===== config.mk =====
export PLATFORM = sky130hd
export DESIGN_NAME = bit_pattern_chunk_cutter_flat
export DESIGN_NICKNAME = d
export VERILOG_FILES = /design/src/bpcc_pkg.sv /design/src/bpcc_if.sv /design/src/bit_pattern_chunk_cutter.sv /design/src/bpcc_csr.sv /design/src/bpcc_scan.sv /design/src/bpcc_select.sv /design/src/flat_wrapper.sv
export SDC_FILE = /design/constraint.sdc
export NUM_CORES = 1
export LEC_CHECK = 0
export BUFFER_PORTS_ARGS = -buffer_cell sky130_fd_sc_hd__clkbuf_2
export CAP_MARGIN = 20
export CORE_MARGIN = 3
export CORE_UTILIZATION = 63
export DETAILED_ROUTE_END_ITERATION = 6
export PLACE_DENSITY = 0.81
export SYNTH_ARGS = -nofsm -noshare
export SYNTH_HDL_FRONTEND = slang
export SYNTH_SLANG_ARGS = --single-unit

===== constraint.sdc =====
create_clock -name clock -period 8.1 [get_ports clock]
set_input_delay 1.62 -clock clock [delete_from_list [all_inputs] [get_ports clock]]
set_output_delay 1.62 -clock clock [all_outputs]
set_load 0.01 [all_outputs]

===== src/bpcc_pkg.sv =====
package bpcc_pkg;

   // Field widths fixed by the register map and the result word
   localparam int CFG_W = 17;
   localparam int PAT_W = 10;

   // Defaults for the top-level parameters
   localparam int DEF_PATTERN_LENGTH = 10;
   localparam int DEF_COUNT_WIDTH    = 17;

   // Register values after reset
   localparam logic [CFG_W-1:0] MIN_SIZE_RESET    = 17'd2048;
   localparam logic [CFG_W-1:0] TARGET_SIZE_RESET = 17'd8192;
   localparam logic [CFG_W-1:0] MAX_SIZE_RESET    = 17'd65536;
   localparam logic [PAT_W-1:0] PATTERN_RESET     = 10'd618;

   // Register indexes
   typedef enum logic [1:0] {
      CSR_MIN_SIZE     = 2'd0,
      CSR_TARGET_SIZE  = 2'd1,
      CSR_MAX_SIZE     = 2'd2,
      CSR_PATTERN_BITS = 2'd3
   } bpcc_csr_index_type;

   // Where the cut came from
   typedef enum logic [1:0] {
      SRC_SHORT = 2'd0,
      SRC_NONE  = 2'd1,
      SRC_LEFT  = 2'd2,
      SRC_RIGHT = 2'd3
   } bpcc_source_type;

   // Configuration as seen by the datapath
   typedef struct packed {
      logic [CFG_W-1:0] min_size;
      logic [CFG_W-1:0] target_size;
      logic [CFG_W-1:0] max_size;
      logic [PAT_W-1:0] pattern_bits;
   } bpcc_cfg_type;

   // Scan stage view of the current byte, after its update
   typedef struct packed {
      logic             valid;
      logic             last;
      logic             left_found;
      logic [CFG_W-1:0] left_cut;
      logic             right_found;
      logic [CFG_W-1:0] right_cut;
   } bpcc_tally_type;

endpackage


===== src/bpcc_if.sv =====
interface bpcc_req_if;
   logic       valid;
   logic       ready;
   logic [7:0] data_byte;
   logic       is_last;

   modport source (output valid, output data_byte, output is_last, input ready);
   modport sink   (input valid, input data_byte, input is_last, output ready);
endinterface

interface bpcc_rsp_if;
   logic                              valid;
   logic                              ready;
   logic [bpcc_pkg::CFG_W-1:0]        cut_length;
   bpcc_pkg::bpcc_source_type         cut_source;

   modport source (output valid, output cut_length, output cut_source, input ready);
   modport sink   (input valid, input cut_length, input cut_source, output ready);
endinterface

interface bpcc_csr_if;
   logic                              valid;
   logic                              ready;
   bpcc_pkg::bpcc_csr_index_type      index;
   logic [bpcc_pkg::CFG_W-1:0]        data;

   modport source (output valid, output index, output data, input ready);
   modport sink   (input valid, input index, input data, output ready);
endinterface


===== src/bit_pattern_chunk_cutter.sv =====
// Content-defined chunk cutter: takes a buffer one byte per word, shifts the low bit
// of each byte into a PATTERN_LENGTH-bit window and compares it with pattern_bits,
// keeping the last match ending in [min_size + PATTERN_LENGTH, target_size] and the
// first in [target_size + PATTERN_LENGTH, max_size]; the word with is_last yields
// one cut_length and its cut_source. A byte is accepted every cycle while no last
// byte waits in the input register for the output slot; the last byte's result is
// formed by the scan stage's window compare and count update and registered in the
// output register. While a result waits to be taken, non-final bytes of the next
// buffer keep flowing; a second last byte waits in the input register. The user
// must write registers only with no buffer in flight; the block does not enforce it.
module bit_pattern_chunk_cutter #(
   parameter int PATTERN_LENGTH = bpcc_pkg::DEF_PATTERN_LENGTH,
   parameter int COUNT_WIDTH    = bpcc_pkg::DEF_COUNT_WIDTH
) (
   input  logic        clock,
   input  logic        reset,
   bpcc_req_if.sink    req_ch,
   bpcc_rsp_if.source  rsp_ch,
   bpcc_csr_if.sink    csr_ch
);

   bpcc_pkg::bpcc_cfg_type   cfg;
   bpcc_pkg::bpcc_tally_type tally;
   logic [COUNT_WIDTH-1:0]   count;
   logic                     out_free;

   bpcc_csr u_csr (
      .clock  (clock),
      .reset  (reset),
      .csr_ch (csr_ch),
      .cfg    (cfg)
   );

   bpcc_scan #(
      .PATTERN_LENGTH (PATTERN_LENGTH),
      .COUNT_WIDTH    (COUNT_WIDTH)
   ) u_scan (
      .clock    (clock),
      .reset    (reset),
      .req_ch   (req_ch),
      .cfg      (cfg),
      .out_free (out_free),
      .tally    (tally),
      .count    (count)
   );

   bpcc_select #(
      .COUNT_WIDTH (COUNT_WIDTH)
   ) u_select (
      .clock    (clock),
      .reset    (reset),
      .cfg      (cfg),
      .tally    (tally),
      .count    (count),
      .out_free (out_free),
      .rsp_ch   (rsp_ch)
   );

endmodule


===== src/bpcc_csr.sv =====
module bpcc_csr (
   input  logic                 clock,
   input  logic                 reset,
   bpcc_csr_if.sink             csr_ch,
   output bpcc_pkg::bpcc_cfg_type cfg
);

   bpcc_pkg::bpcc_cfg_type cfg_ff;
   bpcc_pkg::bpcc_cfg_type cfg_in;

   // Writes are always taken
   assign csr_ch.ready = 1'b1;

   // Decode the write word into one register
   always_comb begin
      cfg_in = cfg_ff;
      if (csr_ch.valid) begin
         unique case (csr_ch.index)
            bpcc_pkg::CSR_MIN_SIZE:     cfg_in.min_size     = csr_ch.data;
            bpcc_pkg::CSR_TARGET_SIZE:  cfg_in.target_size  = csr_ch.data;
            bpcc_pkg::CSR_MAX_SIZE:     cfg_in.max_size     = csr_ch.data;
            bpcc_pkg::CSR_PATTERN_BITS: cfg_in.pattern_bits =
               csr_ch.data[bpcc_pkg::PAT_W-1:0];
         endcase
      end
   end

   always_ff @(posedge clock) begin
      if (reset) begin
         cfg_ff.min_size     <= bpcc_pkg::MIN_SIZE_RESET;
         cfg_ff.target_size  <= bpcc_pkg::TARGET_SIZE_RESET;
         cfg_ff.max_size     <= bpcc_pkg::MAX_SIZE_RESET;
         cfg_ff.pattern_bits <= bpcc_pkg::PATTERN_RESET;
      end else begin
         cfg_ff <= cfg_in;
      end
   end

   assign cfg = cfg_ff;

endmodule


===== src/bpcc_scan.sv =====
module bpcc_scan #(
   parameter int PATTERN_LENGTH = bpcc_pkg::DEF_PATTERN_LENGTH,
   parameter int COUNT_WIDTH    = bpcc_pkg::DEF_COUNT_WIDTH
) (
   input  logic                     clock,
   input  logic                     reset,
   bpcc_req_if.sink                 req_ch,
   input  bpcc_pkg::bpcc_cfg_type   cfg,
   input  logic                     out_free,
   output bpcc_pkg::bpcc_tally_type tally,
   output logic [COUNT_WIDTH-1:0]   count
);

   localparam int CFG_W = bpcc_pkg::CFG_W;
   localparam int CMP_W = (COUNT_WIDTH > CFG_W ? COUNT_WIDTH : CFG_W) + 1;
   localparam int PEXT_W = PATTERN_LENGTH > bpcc_pkg::PAT_W ?
                           PATTERN_LENGTH : bpcc_pkg::PAT_W;

   // Input register
   logic s1_valid_ff, s1_valid_in;
   logic s1_bit_ff;
   logic s1_last_ff;

   // Buffer state
   logic [COUNT_WIDTH-1:0]    pos_ff, pos_in;
   logic [PATTERN_LENGTH-1:0] hist_ff, hist_in;
   logic [CFG_W-1:0]          left_cut_ff, left_cut_in;
   logic                      left_found_ff, left_found_in;
   logic [CFG_W-1:0]          right_cut_ff, right_cut_in;
   logic                      right_found_ff, right_found_in;

   logic                      advance;
   logic                      saturated;
   logic [COUNT_WIDTH-1:0]    pos_next;
   logic [PATTERN_LENGTH-1:0] hist_next;
   logic [PEXT_W-1:0]         pattern_ext;
   logic                      match;
   logic [CMP_W-1:0]          end_w;
   logic                      left_hit;
   logic                      right_hit;

   // A byte without a result always moves on; a last byte waits for the output slot
   assign advance      = s1_valid_ff && (!s1_last_ff || out_free);
   assign req_ch.ready = !s1_valid_ff || advance;

   always_comb begin
      s1_valid_in = s1_valid_ff;
      if (req_ch.ready) begin
         s1_valid_in = req_ch.valid;
      end
   end

   always_ff @(posedge clock) begin
      if (reset) begin
         s1_valid_ff <= 1'b0;
      end else begin
         s1_valid_ff <= s1_valid_in;
      end
   end

   // Payload of the input register
   always_ff @(posedge clock) begin
      if (req_ch.ready && req_ch.valid) begin
         s1_bit_ff  <= req_ch.data_byte[0];
         s1_last_ff <= req_ch.is_last;
      end
   end

   // Shift the low bit in and test the window against both regions
   assign saturated   = &pos_ff;
   assign pos_next    = pos_ff + COUNT_WIDTH'(1);
   assign hist_next   = (hist_ff >> 1) |
                        (PATTERN_LENGTH'(s1_bit_ff) << (PATTERN_LENGTH - 1));
   assign pattern_ext = PEXT_W'(cfg.pattern_bits);
   assign match       = hist_next == pattern_ext[PATTERN_LENGTH-1:0];
   assign end_w       = CMP_W'(pos_next);

   assign left_hit  = match &&
                      end_w >= CMP_W'(cfg.min_size) + CMP_W'(PATTERN_LENGTH) &&
                      end_w <= CMP_W'(cfg.target_size);
   assign right_hit = match && !right_found_ff &&
                      end_w >= CMP_W'(cfg.target_size) + CMP_W'(PATTERN_LENGTH) &&
                      end_w <= CMP_W'(cfg.max_size);

   always_comb begin
      pos_in         = pos_ff;
      hist_in        = hist_ff;
      left_cut_in    = left_cut_ff;
      left_found_in  = left_found_ff;
      right_cut_in   = right_cut_ff;
      right_found_in = right_found_ff;
      if (!saturated) begin
         pos_in  = pos_next;
         hist_in = hist_next;
         if (left_hit) begin
            left_cut_in   = CFG_W'(pos_next);
            left_found_in = 1'b1;
         end
         if (right_hit) begin
            right_cut_in   = CFG_W'(pos_next);
            right_found_in = 1'b1;
         end
      end
   end

   // Hand the updated view to the selector
   always_comb begin
      tally.valid       = s1_valid_ff;
      tally.last        = s1_last_ff;
      tally.left_found  = left_found_in;
      tally.left_cut    = left_cut_in;
      tally.right_found = right_found_in;
      tally.right_cut   = right_cut_in;
      count             = pos_in;
   end

   // Commit the byte; drop all buffer state after the last one
   always_ff @(posedge clock) begin
      if (reset) begin
         pos_ff         <= '0;
         hist_ff        <= '0;
         left_cut_ff    <= '0;
         left_found_ff  <= 1'b0;
         right_cut_ff   <= '0;
         right_found_ff <= 1'b0;
      end else if (advance) begin
         if (s1_last_ff) begin
            pos_ff         <= '0;
            hist_ff        <= '0;
            left_cut_ff    <= '0;
            left_found_ff  <= 1'b0;
            right_cut_ff   <= '0;
            right_found_ff <= 1'b0;
         end else begin
            pos_ff         <= pos_in;
            hist_ff        <= hist_in;
            left_cut_ff    <= left_cut_in;
            left_found_ff  <= left_found_in;
            right_cut_ff   <= right_cut_in;
            right_found_ff <= right_found_in;
         end
      end
   end

endmodule


===== src/bpcc_select.sv =====
module bpcc_select #(
   parameter int COUNT_WIDTH = bpcc_pkg::DEF_COUNT_WIDTH
) (
   input  logic                     clock,
   input  logic                     reset,
   input  bpcc_pkg::bpcc_cfg_type   cfg,
   input  bpcc_pkg::bpcc_tally_type tally,
   input  logic [COUNT_WIDTH-1:0]   count,
   output logic                     out_free,
   bpcc_rsp_if.source               rsp_ch
);

   localparam int CFG_W = bpcc_pkg::CFG_W;
   localparam int CMP_W = (COUNT_WIDTH > CFG_W ? COUNT_WIDTH : CFG_W) + 1;

   logic                      rsp_valid_ff, rsp_valid_in;
   logic [CFG_W-1:0]          cut_length_ff, cut_length_in;
   bpcc_pkg::bpcc_source_type cut_source_ff, cut_source_in;

   logic             load;
   logic [CMP_W-1:0] count_w;
   logic [CFG_W-1:0] left_gap;
   logic [CFG_W-1:0] right_gap;

   assign out_free = !rsp_valid_ff || rsp_ch.ready;
   assign load     = tally.valid && tally.last && out_free;

   assign count_w   = CMP_W'(count);
   assign left_gap  = cfg.target_size - tally.left_cut;
   assign right_gap = tally.right_cut - cfg.target_size;

   // Pick the cut: short buffer, then nearest match to target_size, else the fallback
   always_comb begin
      if (count_w <= CMP_W'(cfg.min_size)) begin
         cut_length_in = CFG_W'(count);
         cut_source_in = bpcc_pkg::SRC_SHORT;
      end else if (tally.left_found &&
                   (!tally.right_found || left_gap <= right_gap)) begin
         cut_length_in = tally.left_cut;
         cut_source_in = bpcc_pkg::SRC_LEFT;
      end else if (tally.right_found) begin
         cut_length_in = tally.right_cut;
         cut_source_in = bpcc_pkg::SRC_RIGHT;
      end else begin
         cut_length_in = (count_w < CMP_W'(cfg.target_size)) ?
                         CFG_W'(count) : cfg.target_size;
         cut_source_in = bpcc_pkg::SRC_NONE;
      end
   end

   // Output register: hold until taken
   always_comb begin
      rsp_valid_in = rsp_valid_ff;
      if (load) begin
         rsp_valid_in = 1'b1;
      end else if (rsp_ch.ready) begin
         rsp_valid_in = 1'b0;
      end
   end

   always_ff @(posedge clock) begin
      if (reset) begin
         rsp_valid_ff <= 1'b0;
      end else begin
         rsp_valid_ff <= rsp_valid_in;
      end
   end

   always_ff @(posedge clock) begin
      if (load) begin
         cut_length_ff <= cut_length_in;
         cut_source_ff <= cut_source_in;
      end
   end

   assign rsp_ch.valid      = rsp_valid_ff;
   assign rsp_ch.cut_length = cut_length_ff;
   assign rsp_ch.cut_source = cut_source_ff;

endmodule


===== src/flat_wrapper.sv =====
// flat-port wrapper written by rule: the top's interface ports become plain ports
module bit_pattern_chunk_cutter_flat 
#(
   parameter int PATTERN_LENGTH = bpcc_pkg::DEF_PATTERN_LENGTH,
   parameter int COUNT_WIDTH    = bpcc_pkg::DEF_COUNT_WIDTH
)
  (clock, reset, req_ch_valid, req_ch_data_byte, req_ch_is_last, req_ch_ready, rsp_ch_valid, rsp_ch_cut_length, rsp_ch_cut_source, rsp_ch_ready, csr_ch_valid, csr_ch_index, csr_ch_data, csr_ch_ready);
  bpcc_req_if req_ch_i ();
  bpcc_rsp_if rsp_ch_i ();
  bpcc_csr_if csr_ch_i ();
  input  logic clock;
  input  logic reset;
  input wire logic [$bits(req_ch_i.valid)-1:0] req_ch_valid;
  input wire logic [$bits(req_ch_i.data_byte)-1:0] req_ch_data_byte;
  input wire logic [$bits(req_ch_i.is_last)-1:0] req_ch_is_last;
  output wire logic [$bits(req_ch_i.ready)-1:0] req_ch_ready;
  output wire logic [$bits(rsp_ch_i.valid)-1:0] rsp_ch_valid;
  output wire logic [$bits(rsp_ch_i.cut_length)-1:0] rsp_ch_cut_length;
  output wire logic [$bits(rsp_ch_i.cut_source)-1:0] rsp_ch_cut_source;
  input wire logic [$bits(rsp_ch_i.ready)-1:0] rsp_ch_ready;
  input wire logic [$bits(csr_ch_i.valid)-1:0] csr_ch_valid;
  input wire logic [$bits(csr_ch_i.index)-1:0] csr_ch_index;
  input wire logic [$bits(csr_ch_i.data)-1:0] csr_ch_data;
  output wire logic [$bits(csr_ch_i.ready)-1:0] csr_ch_ready;
  assign req_ch_i.valid = req_ch_valid;
  assign req_ch_i.data_byte = req_ch_data_byte;
  assign req_ch_i.is_last = req_ch_is_last;
  assign req_ch_ready = req_ch_i.ready;
  assign rsp_ch_valid = rsp_ch_i.valid;
  assign rsp_ch_cut_length = rsp_ch_i.cut_length;
  assign rsp_ch_cut_source = rsp_ch_i.cut_source;
  assign rsp_ch_i.ready = rsp_ch_ready;
  assign csr_ch_i.valid = csr_ch_valid;
  assign csr_ch_i.index = csr_ch_index;
  assign csr_ch_i.data = csr_ch_data;
  assign csr_ch_ready = csr_ch_i.ready;
  bit_pattern_chunk_cutter #(.PATTERN_LENGTH(PATTERN_LENGTH), .COUNT_WIDTH(COUNT_WIDTH)) u_core (.clock(clock), .reset(reset), .req_ch(req_ch_i), .rsp_ch(rsp_ch_i), .csr_ch(csr_ch_i));
endmodule

Word-level counts from Yosys, hierarchy flattened
Cells that the tools add are included.
W data, S select, Z words.
{"block": "totals", "reg_bits": 147, "wordCells": 87}
{"block": "classes", "mux": 24, "eq_ne": 5, "n_lt_le_gt_ge": 7, "reduce_logical": 28, "n_addsub": 5, "n_bitwise": 1}
{"operator": "$mux W17", "n": 12}
{"operator": "$le A17 B17 Y1", "n": 4}
{"operator": "$add A17 B4 Y18 const B", "n": 2}
{"operator": "$ge A17 B18 Y1", "n": 2}
{"operator": "$sub A17 B17 Y17", "n": 2}
{"operator": "$mux W10", "n": 2}
{"operator": "$add A17 B1 Y17 const B", "n": 1}
{"operator": "$lt A17 B17 Y1", "n": 1}
{"operator": "$reduce_and A17 Y1", "n": 1}
{"operator": "$eq A10 B10 Y1", "n": 1}
{"operator": "$logic_and A1 B1 Y1", "n": 10}
{"operator": "$or A9 B10 Y10", "n": 1}
{"operator": "$reduce_and A2 Y1", "n": 5}
{"operator": "$mux W1", "n": 8}
{"operator": "$logic_not A1 Y1", "n": 5}
{"operator": "$eq A2 B2 Y1 const B", "n": 2}
{"operator": "$logic_or A1 B1 Y1", "n": 4}
{"operator": "$mux W2", "n": 2}
{"operator": "$eq A2 B1 Y1 const B", "n": 1}
{"operator": "$logic_not A2 Y1", "n": 1}
{"operator": "$ne A2 B2 Y1 const B", "n": 1}
{"operator": "$reduce_bool A2 Y1", "n": 1}
{"operator": "$reduce_or A2 Y1", "n": 1}

Depth between registers and ports, before layout
Gate-level depths: netlist of run 1.
{"block": "logic_depth", "word_depth": 13, "depth_mapped": 36, "ltp_nobuf": 32}

By module
From an unflattened synthesis of run 1, not the netlist that was laid out.
{"block": "unflattened", "cells_unflattened": 1382, "hier_area_um2": 12223.0}
{"module": "bpcc_scan", "instances": 1, "seq_area_each_um2": 1321.3, "cells_each": 634, "area_per_inst_um2": 5430.2}
{"module": "bpcc_select", "instances": 1, "seq_area_each_um2": 590.6, "cells_each": 515, "area_per_inst_um2": 4307.9}
{"module": "bpcc_csr", "instances": 1, "seq_area_each_um2": 1221.2, "cells_each": 233, "area_per_inst_um2": 2484.9}

Least setup slack after synthesis of run 1
OpenSTA, ideal clock, no wires.
{"block": "synth_path", "path_kind": "reg2reg", "startpoint": "reg u_core.u_scan.pos_ff[0]", "endpoint": "reg u_core.u_select.cut_length_ff[0] (netlist: u_core.u_select.rsp_ch.cut_length[0]), data pin", "t_arrival_ps": 7040, "path_stages_with_launch": 31, "setup_slack_ps": 802, "n_path_buf": 2, "synth_period_minus_slack_ps": 7298, "required_time_ps": 7842, "cell_sequence": "dfxtp_1 ha_1 nand3_1 nor4b_2 nand3_1 ha_1 ha_1 a21oi_2 o21ai_0 a2111oi_0 a31oi_1 a2111oi_4 buf_6 mux2_2 ha_1 a211oi_1 o21a_1 o31ai_1 nor4_1 o41ai_1 a21o_1 a21oi_1 xnor2_1 ha_1 nand4_1 a31o_2 a21oi_1 o21ai_1 a21o_1 buf_6 o221a_2"}
{"block": "synth_between", "elab_chain_len": 12, "word_cells_on_any_way": 31}
{"item": "from (decl)", "line_no": "bpcc_scan.sv:25", "source": "logic [COUNT_WIDTH-1:0] pos_ff, pos_in;"}
{"item": "from (signal assigned)", "line_no": "bpcc_scan.sv:135", "source": "pos_ff <= pos_in;"}
{"item": "$add A17 B1 Y17", "line_no": "bpcc_scan.sv:71", "source": "assign pos_next = pos_ff + COUNT_WIDTH'(1);"}
{"item": "$ge A17 B18 Y1 (on tied branches)", "line_no": "bpcc_scan.sv:79, bpcc_scan.sv:82"}
{"item": "$logic_and A1 B1 Y1 (on tied branches)", "line_no": "bpcc_scan.sv:78, bpcc_scan.sv:81"}
{"item": "$logic_and A1 B1 Y1 (on tied branches)", "line_no": "bpcc_scan.sv:79, bpcc_scan.sv:82"}
{"item": "$mux W17 (on tied branches)", "line_no": "bpcc_scan.sv:95, bpcc_scan.sv:99"}
{"item": "$mux W17", "line_no": "bpcc_scan.sv:92", "source": "if (!saturated) begin"}
{"item": "$sub A17 B17 Y17 (on tied branches)", "line_no": "bpcc_select.sv:29, bpcc_select.sv:30"}
{"item": "$le A17 B17 Y1", "line_no": "bpcc_select.sv:38", "source": "(!tally.right_found || left_gap <= right_gap)) begin"}
{"item": "$logic_or A1 B1 Y1", "line_no": "bpcc_select.sv:38"}
{"item": "$logic_and A1 B1 Y1", "line_no": "bpcc_select.sv:37", "source": "end else if (tally.left_found &&"}
{"item": "$mux W17", "line_no": "bpcc_select.sv:37"}
{"item": "$mux W17 *", "line_no": "bpcc_select.sv:34", "source": "if (count_w <= CMP_W'(cfg.min_size)) begin"}
{"item": "via u_core.u_select.cut_length_in[0]", "line_no": "bpcc_select.sv:17", "source": "logic [CFG_W-1:0] cut_length_ff, cut_length_in;"}
{"item": "to (signal assigned)", "line_no": "bpcc_select.sv:71", "source": "cut_length_ff <= cut_length_in;"}
{"item": "to (decl)", "line_no": "bpcc_select.sv:17"}
Mark *: on every way through the listed nets, which the timed path passes. The rest lies on a longest branch.
A chain may end at the register's enable or synchronous reset.

Worst setup path in the final report of run 1
Ends and elaborated chain as after synthesis.

==> results of run 1 <==
-- power by group through the flow --
stage	Combinational, W	Sequential [W]	Clock, W
2_1_floorplan	0.000190	0.000774	0
3_3_place_gp	0.000258	0.000779	0
3_5_place_dp	0.000269	0.000780	0
4_1_cts	0.000275	0.000764	0.000786
5_1_grt	0.000317	0.000765	0.000810
6_report	0.000290	0.000765	0.000784
-- cells in the final DEF, fill, tap and decap left out, types with 20 or more instances in the layout --
| cell type | instances |
|---|---|
| a21oi_1 | 137 |
| edfxtp_1 | 21 |
| clkbuf_2 | 45 |
| a21o_1 | 20 |
| buf_4 | 96 |
| inv_1 | 79 |
| nand4_1 | 23 |
| ha_1 | 152 |
| xor2_1 | 42 |
| dfxtp_1 | 123 |
| a22oi_1 | 35 |
| mux2i_1 | 48 |
| nand3_1 | 38 |
| xnor2_1 | 52 |
| nand2_1 | 200 |
| nor2_1 | 77 |
| o211ai_1 | 23 |
| nor3_1 | 21 |
| mux2_2 | 21 |
| o21ai_0 | 22 |
-- worst paths after layout --
kind	start	endpoint	slack, ps	cells past startpoint
hold reg to reg	u_core.u_csr.cfg[14]	u_core.u_csr.cfg[14]	450	2
setup / recovery	u_core.u_scan.pos_ff[0]	u_core.u_select.rsp_ch.cut_length[0]	240	36
hold / removal	u_core.u_csr.cfg[14]	u_core.u_csr.cfg[14]	450	2
setup reg to reg	u_core.u_scan.pos_ff[0]	u_core.u_select.rsp_ch.cut_length[0]	240	36
-- area by class of cell --
type / count / area share (%)
tap: 229 / 2.106
clock buffer: 17 / 3.127
multi-input combinational: 1117 / 60.81
antenna: 1 / 0.01839
timing repair buffer: 147 / 7.614
inverter: 82 / 2.262
clock inverter: 15 / 1.021
sequential: 146 / 23.05
-- what timing repair did --
action	CTS	global route
hold buffers	0	0
gates resized for setup	7	29
pin swaps	1	13
endpoints found under the setup margin	18	18
buffers inserted	1	4
-- registers in the layout, indices dropped and copies added (netlist names), 2 cells and up --
| name | cells |
|---|---|
| u_core.u_csr.cfg | 61 |
| u_core.u_select.rsp_ch.cut_source | 2 |
| u_core.u_scan.right_cut_ff | 17 |
| u_core.u_scan.left_cut_ff | 17 |
| u_core.u_scan.pos_ff | 17 |
| u_core.u_select.rsp_ch.cut_length | 17 |
| u_core.u_scan.hist_ff | 9 |
-- tightest hold or removal path: stages (launching register included) --
cell	delay, ps
dfxtp_1	310
nand2_1	50
a21oi_1	50
-- kinds of logic (layout without fill, tap and decap cells) --
family                     after synthesis  after routing
and+or+nand+nor                        447            447
AOI/OAI and AO/OA                      347            347
muxes                                   69             69
other                                    1              2
buffers and inverters                  152            261
xor gates and xnor gates                97             97
DFF                                    146            146
adders and majority gates              156            156
-- per-layer routing --
layer  global-route usage (%)  vias up
li1                         -     5294
met1                    44.84     5324
met2                    56.31      655
met3                    6.223      153
met4                    17.24        0
met5                        0        -
-- per-stage QoR --
stage	power, W	utilization [%]	setup WS (ps)	TNS (ps)	hold WS (ps)
6_report	0.001839	74.47	239.5	0	453.2
4_1_cts	0.001825	73.44	25.97	0	455.8
2_1_floorplan	0.0009648	-	802.3	0	428.1
3_5_place_dp	0.001049	70.15	-67.54	-317.7	444.4
5_1_grt	0.001892	74.46	-64.95	-136.0	468.0
3_3_place_gp	0.001037	70.02	35.12	0	436.9
==> results.tsv, run 1 <==
stage	metric	value	unit
sta	min Tclk post-route	7860	ps
floorplan	core area	18270	µm²
global_routing	initial antenna violation count	2	
critical_path	CP max stage delay	400	ps
drt	vias per cell	6.514	
drt	via count	11430	
place	dpl hpwl	26470	µm
layout	post-route cell area	13610	µm²
layout	Nets	1700	
pwr	total power divided by cell area	135.2	nW/µm²
logic_synthesis	syn nets	1604	
flow_run	max_cap viols	0	
critical_path	Critical Path RT	8300	ps
clock_tree	latest clock arrival within the worst-skew pair	450	ps
min_path	min-delay worst type	reg2reg	
floorplan	I/O pin count	55	
logic_synthesis	post-synthesis mux area share	6.033	%
logic_synthesis	Compound-Gate Fraction of Synth Area	20.32	%
logic_synthesis	Post-Synth Adder-Cell Area	16.55	%
place	placed cells	1715	
logic_synthesis	Post-Synth XOR/XNOR Area	7.328	%
logic_synthesis	Seq/Total Area, Yosys	26.36	%
pwr	sequential share of power	41.6	%
place	PortBufs	46	
global_routing	vias in the first global route	11110	
logic_synthesis	most common library cells after synthesis	nand2_1 (201), ha_1 (154), a21oi_1 (139)	
pwr	static leakage	5.840	nW
pwr	combinational share of power	15.8	%
drt	top routing layer in use	met4	
clock_tree	CTS sink cnt	146	
clock_tree	TritonCTS buffer count	17	
critical_path	critical path fanouts, max	12	
drt	average wire per standard cell	20.65	µm
pwr	P_int	0.001273	W
logic_synthesis	top cell type by total area after synthesis	dfxtp_1	
pwr	P_sw	0.0005666	W
clock_tree	CTS max path bufs	2	
logic_synthesis	Synth async-reset ratio	0	%
logic_synthesis	Primary FF master, synth	dfxtp_1	
critical_path	crit path kind	reg2reg	
sta	clk_skew	11.81	ps
clock_tree	CTS tree	yes	
layout	final cell count without fillers	1754	
status	outcome	finished, final reports clean	
layout	register area	3136	µm²
sta	Slew HR	28.36	%
layout	P&R area growth vs syn	14.49	%
drt	TritonRoute pass-1 iters	6	
pwr	Clk network pwr share	42.6	%
logic_synthesis	post-synthesis cell type count	86	
logic_synthesis	simple-gate portion of the synthesized area	17.73	%
drt	remaining antenna violation count	0	
floorplan	row cnt	49	
logic_synthesis	synthesized flop and latch total	146	
global_routing	GRT Total Usage	34.76	%
critical_path	Worst setup EP type	flip-flop	
critical_path	WP data arrival	8060	ps
sta	slew of the pin with the lowest slew margin	1075	ps
clock_tree	Clock Pin Slew Worst Setup and Hold Paths	70	ps
global_routing	total gr overflow	0	
sta	# setup viols final	0	
logic_synthesis	most frequent cell after synthesis	nand2_1	
critical_path	CP startpoint kind	flip-flop	
logic_synthesis	Cell Area, Synth	11880	µm²
floorplan	Die Wd	143.3	µm
logic_synthesis	synthesized area per cell	8.399	µm²
critical_path	slowest CP cell	a311o_1	
place	Placer Congestion	0.9891	
logic_synthesis	Area contributors post-synth	dfxtp_1 (21%), ha_1 (16%), nand2_1 (6.3%), a21oi_1 (5.9%), edfxtp_1 (5.3%)	
logic_synthesis	Yosys top cell area share	21.06	%
drt	Detailed Route Iter0 Violations	1174	
sta	Slew Viols, Final	0	
drt	drt total wl	36230	µm
place	Post-Place Cell Area	12820	µm²
drt	Routed met3 length	3349	µm
logic_synthesis	cell count after synthesis	1415	
clock_tree	H-tree depth	4	
global_routing	first-pass GRT wire length	56380	µm
floorplan	Starting Density	65.05	%
sta	Final Hold Vio Count	0	
pwr	Max IR drop VDD	154.5	µV
layout	layout cells sized above 1	19.03	%
sta	Max Fclk	127.2	MHz
drt	routed wl met2	16450	µm
layout	multi-input logic area	8273	µm²
drt	WL met1	14620	µm
critical_path	crit path buf inv count	6	
logic_synthesis	YS warnings	0	
logic_synthesis	largest family of logic cells by synthesized area	compound AO/OA/AOI/OAI gates	
critical_path	CP top delay family	compound AO/OA/AOI/OAI gates	
sta	fin crit share	97.04	%
clock_tree	CTS Root Cell	clkbuf_16	
global_routing	largest net degree at the start of global routing	97	
critical_path	most used cell, CP	ha_1	
logic_synthesis	Post-synth EDFFs	21	
layout	fillcell total	1342	
floorplan	die area	20550	µm²
floorplan	DIE HEIGHT	143.3	µm
drt	DRC viols	0	
pwr	sw frac	30.80	%
Note: power is estimated with default switching activity, not from simulation.
==> run 2: changes to the inputs <==
CORE_UTILIZATION = 35   (was 63)
PLACE_DENSITY = unset   (was 0.81)
==> run 2 against run 1 <==
  * Flip-flop and latch count unchanged
  * Combinational power is essentially flat
  * Clock skew down 0.69 ps
  * Critical path depth decreased by 1
  * Global-route usage decreased by 14 points
  * Highest routed layer unchanged
==> results.tsv, run 2 (synthesized netlist as in run 1, its figures left out) <==
stage	metric	value	unit	change
drt	average wire per standard cell	18.42	µm	was 20.65 µm
pwr	Max IR drop VDD	144.3	µV	was 154.5 µV
clock_tree	CTS max path bufs	2		unchanged
clock_tree	H-tree depth	4		unchanged
layout	Nets	1744		was 1,700
pwr	static leakage	6.072	nW	was 5.840 nW
pwr	total power divided by cell area	131.6	nW/µm²	was 135.2 nW/µm²
global_routing	largest net degree at the start of global routing	95		was 97
critical_path	crit path buf inv count	5		was 6
layout	diodes inserted	0		was 1
floorplan	Die Wd	190.3	µm	was 143.3 µm
floorplan	row cnt	66		was 49
sta	Slew Viols, Final	0		unchanged
critical_path	CP top delay family	compound AO/OA/AOI/OAI gates		unchanged
critical_path	crit path kind	reg2reg		unchanged
floorplan	DIE HEIGHT	190.3	µm	was 143.3 µm
drt	DRC viols	0		unchanged
drt	vias per cell	5.447		was 6.514
clock_tree	latest clock arrival within the worst-skew pair	450	ps	about the same
clock_tree	CTS sink cnt	146		unchanged
clock_tree	Clock Pin Slew Worst Setup and Hold Paths	70	ps	about the same
floorplan	die area	36200	µm²	was 20,550 µm²
sta	min Tclk post-route	7736	ps	was 7860 ps
place	PortBufs	46		unchanged
critical_path	CP startpoint kind	flip-flop		unchanged
min_path	min-delay worst type	reg2reg		unchanged
critical_path	Worst setup EP type	flip-flop		unchanged
sta	Final Hold Vio Count	0		unchanged
critical_path	WP data arrival	7930	ps	was 8060 ps
drt	Detailed Route Iter0 Violations	740		was 1,174
floorplan	I/O pin count	55		unchanged
critical_path	slowest CP cell	a2111oi_4		was a311o_1
place	dpl hpwl	28500	µm	was 26,470 µm
status	outcome	finished, final reports clean		unchanged
global_routing	GRT Total Usage	20.40	%	was 34.76%
place	Placer Congestion	0.8902		was 0.9891
sta	worst setup margin	364.0	ps	was 239.5 ps
layout	post-route cell area	14180	µm²	was 13,610 µm²
drt	drt total wl	37000	µm	was 36,230 µm
global_routing	initial antenna violation count	0		was 2
drt	remaining antenna violation count	0		unchanged
drt	TritonRoute pass-1 iters	5		was 6
layout	P&R area growth vs syn	19.29	%	was 14.49%
global_routing	vias in the first global route	10560		was 11.11k
critical_path	critical path fanouts, max	17		was 12
place	worst slack, placed	-330.7	ps	was -67.54 ps
clock_tree	CTS Root Cell	clkbuf_16		unchanged
clock_tree	CTS tree	yes		unchanged
layout	most frequent cells in the layout	nand2_1 (200), ha_1 (153), buf_4 (143)		was nand2_1 (200), ha_1 (152), a21oi_1 (137)
sta	Max Fclk	129.3	MHz	was 127.2 MHz
sta	slew of the pin with the lowest slew margin	1114	ps	was 1075 ps
clock_tree	TritonCTS buffer count	17		unchanged
floorplan	Starting Density	35.98	%	was 65.05%
global_routing	total gr overflow	0		unchanged
layout	fillcell total	3329		was 1,342
sta	fin crit share	95.51	%	was 97.04%
drt	via count	10940		was 11.43k
critical_path	Critical Path RT	8290	ps	was 8300 ps
sta	setup TNS	0	ps	unchanged
layout	commonest non-fill, non-tap cell in the layout	nand2_1		unchanged
sta	# setup viols final	0		unchanged
floorplan	core area	33030	µm²	was 18,270 µm²
global_routing	first-pass GRT wire length	57960	µm	was 56,380 µm
layout	layout cells sized above 1	21.51	%	was 19.03%
sta	Slew HR	25.75	%	was 28.36%
place	Post-Place Cell Area	13390	µm²	was 12,820 µm²
critical_path	most used cell, CP	ha_1		unchanged
sta	clk_skew	11.12	ps	was 11.81 ps
layout	final cell count without fillers	2009		was 1,754
flow_run	max_cap viols	0		unchanged
layout	max FFs per register	61		unchanged
critical_path	CP max stage delay	410	ps	was 400 ps
place	placed cells	1972		was 1,715
-- run 2: changes by cell type in the layout (fill, tap and decap cells not counted), sizes merged, moves of 2 or more --
cell / before / now
clkinv: 2 / 7
buf: 101 / 146
clkinvlp: 2 / 0
bufinv: 0 / 2
clkbuf: 63 / 65
inv: 93 / 84
-- run 2: worst paths after layout --
kind	startpoint	to	slack, ps	depth (start not counted)
setup reg to reg	u_core.u_scan.pos_ff[0]	u_core.u_select.rsp_ch.cut_length[0]	360	35
setup / recovery	u_core.u_scan.pos_ff[0]	u_core.u_select.rsp_ch.cut_length[0]	360	35
hold / removal	u_core.u_scan.left_cut_ff[16]	u_core.u_scan.left_cut_ff[16]	450	2
hold reg to reg	u_core.u_scan.left_cut_ff[16]	u_core.u_scan.left_cut_ff[16]	450	2
-- run 2: what timing repair did --
action / CTS / global route
gates resized for setup: 12 / 26
setup buffers: 1 / 4
hold buffers: 0 / 0
endpoints found under the setup margin: 18 / 18
pin swaps: 6 / 14
endpoints found under the hold margin: 0 / 0
-- run 2: through the flow --
step | hold slack [ps] | util (%) | total power (W)
6_report | 451.1 | 42.92 | 0.001865
5_1_grt | 462.8 | 42.92 | 0.001940
4_1_cts | 453.2 | 42.50 | 0.001872
3_5_place_dp | 443.6 | 40.55 | 0.001058
3_3_place_gp | 437.9 | 40.55 | 0.001050
2_1_floorplan | 428.1 | - | 0.0009648
-- run 2: worst min-delay path, cell delays in order (launching register included) --
cell and delay, ps:
dfxtp_1 310, nand2_1 50, a21oi_1 50
-- run 2: final cells by class --
class / instances / area (µm²) / area share [%]
flip-flops and latches: 146 / 3136 / 22.12
clock inverters: 11 / 127.6 / 0.9003
well taps: 442 / 553.0 / 3.901
repair buffers: 191 / 1350 / 9.523
multi-input cells: 1117 / 8244 / 58.16
inverters: 82 / 307.8 / 2.171
clock buffers: 20 / 457.9 / 3.230
-- run 2: layer usage --
metal	up-vias	part of all wire (%)	track usage, %
met5	-	0	0
met1	5244	47	28.60
li1	5366	-	-
met4	0	1.3	5.250
met2	304	46	32.91
met3	29	5.6	3.088
-- run 2: power by group --
part / switching (W) / internal [W] / total [W]
Sequential: 0.0000154 / 0.000748 / 0.000764
Clock: 0.000340 / 0.000472 / 0.000812
Combinational: 0.000171 / 0.000118 / 0.000289
Total: 0.000526 / 0.00134 / 0.00187
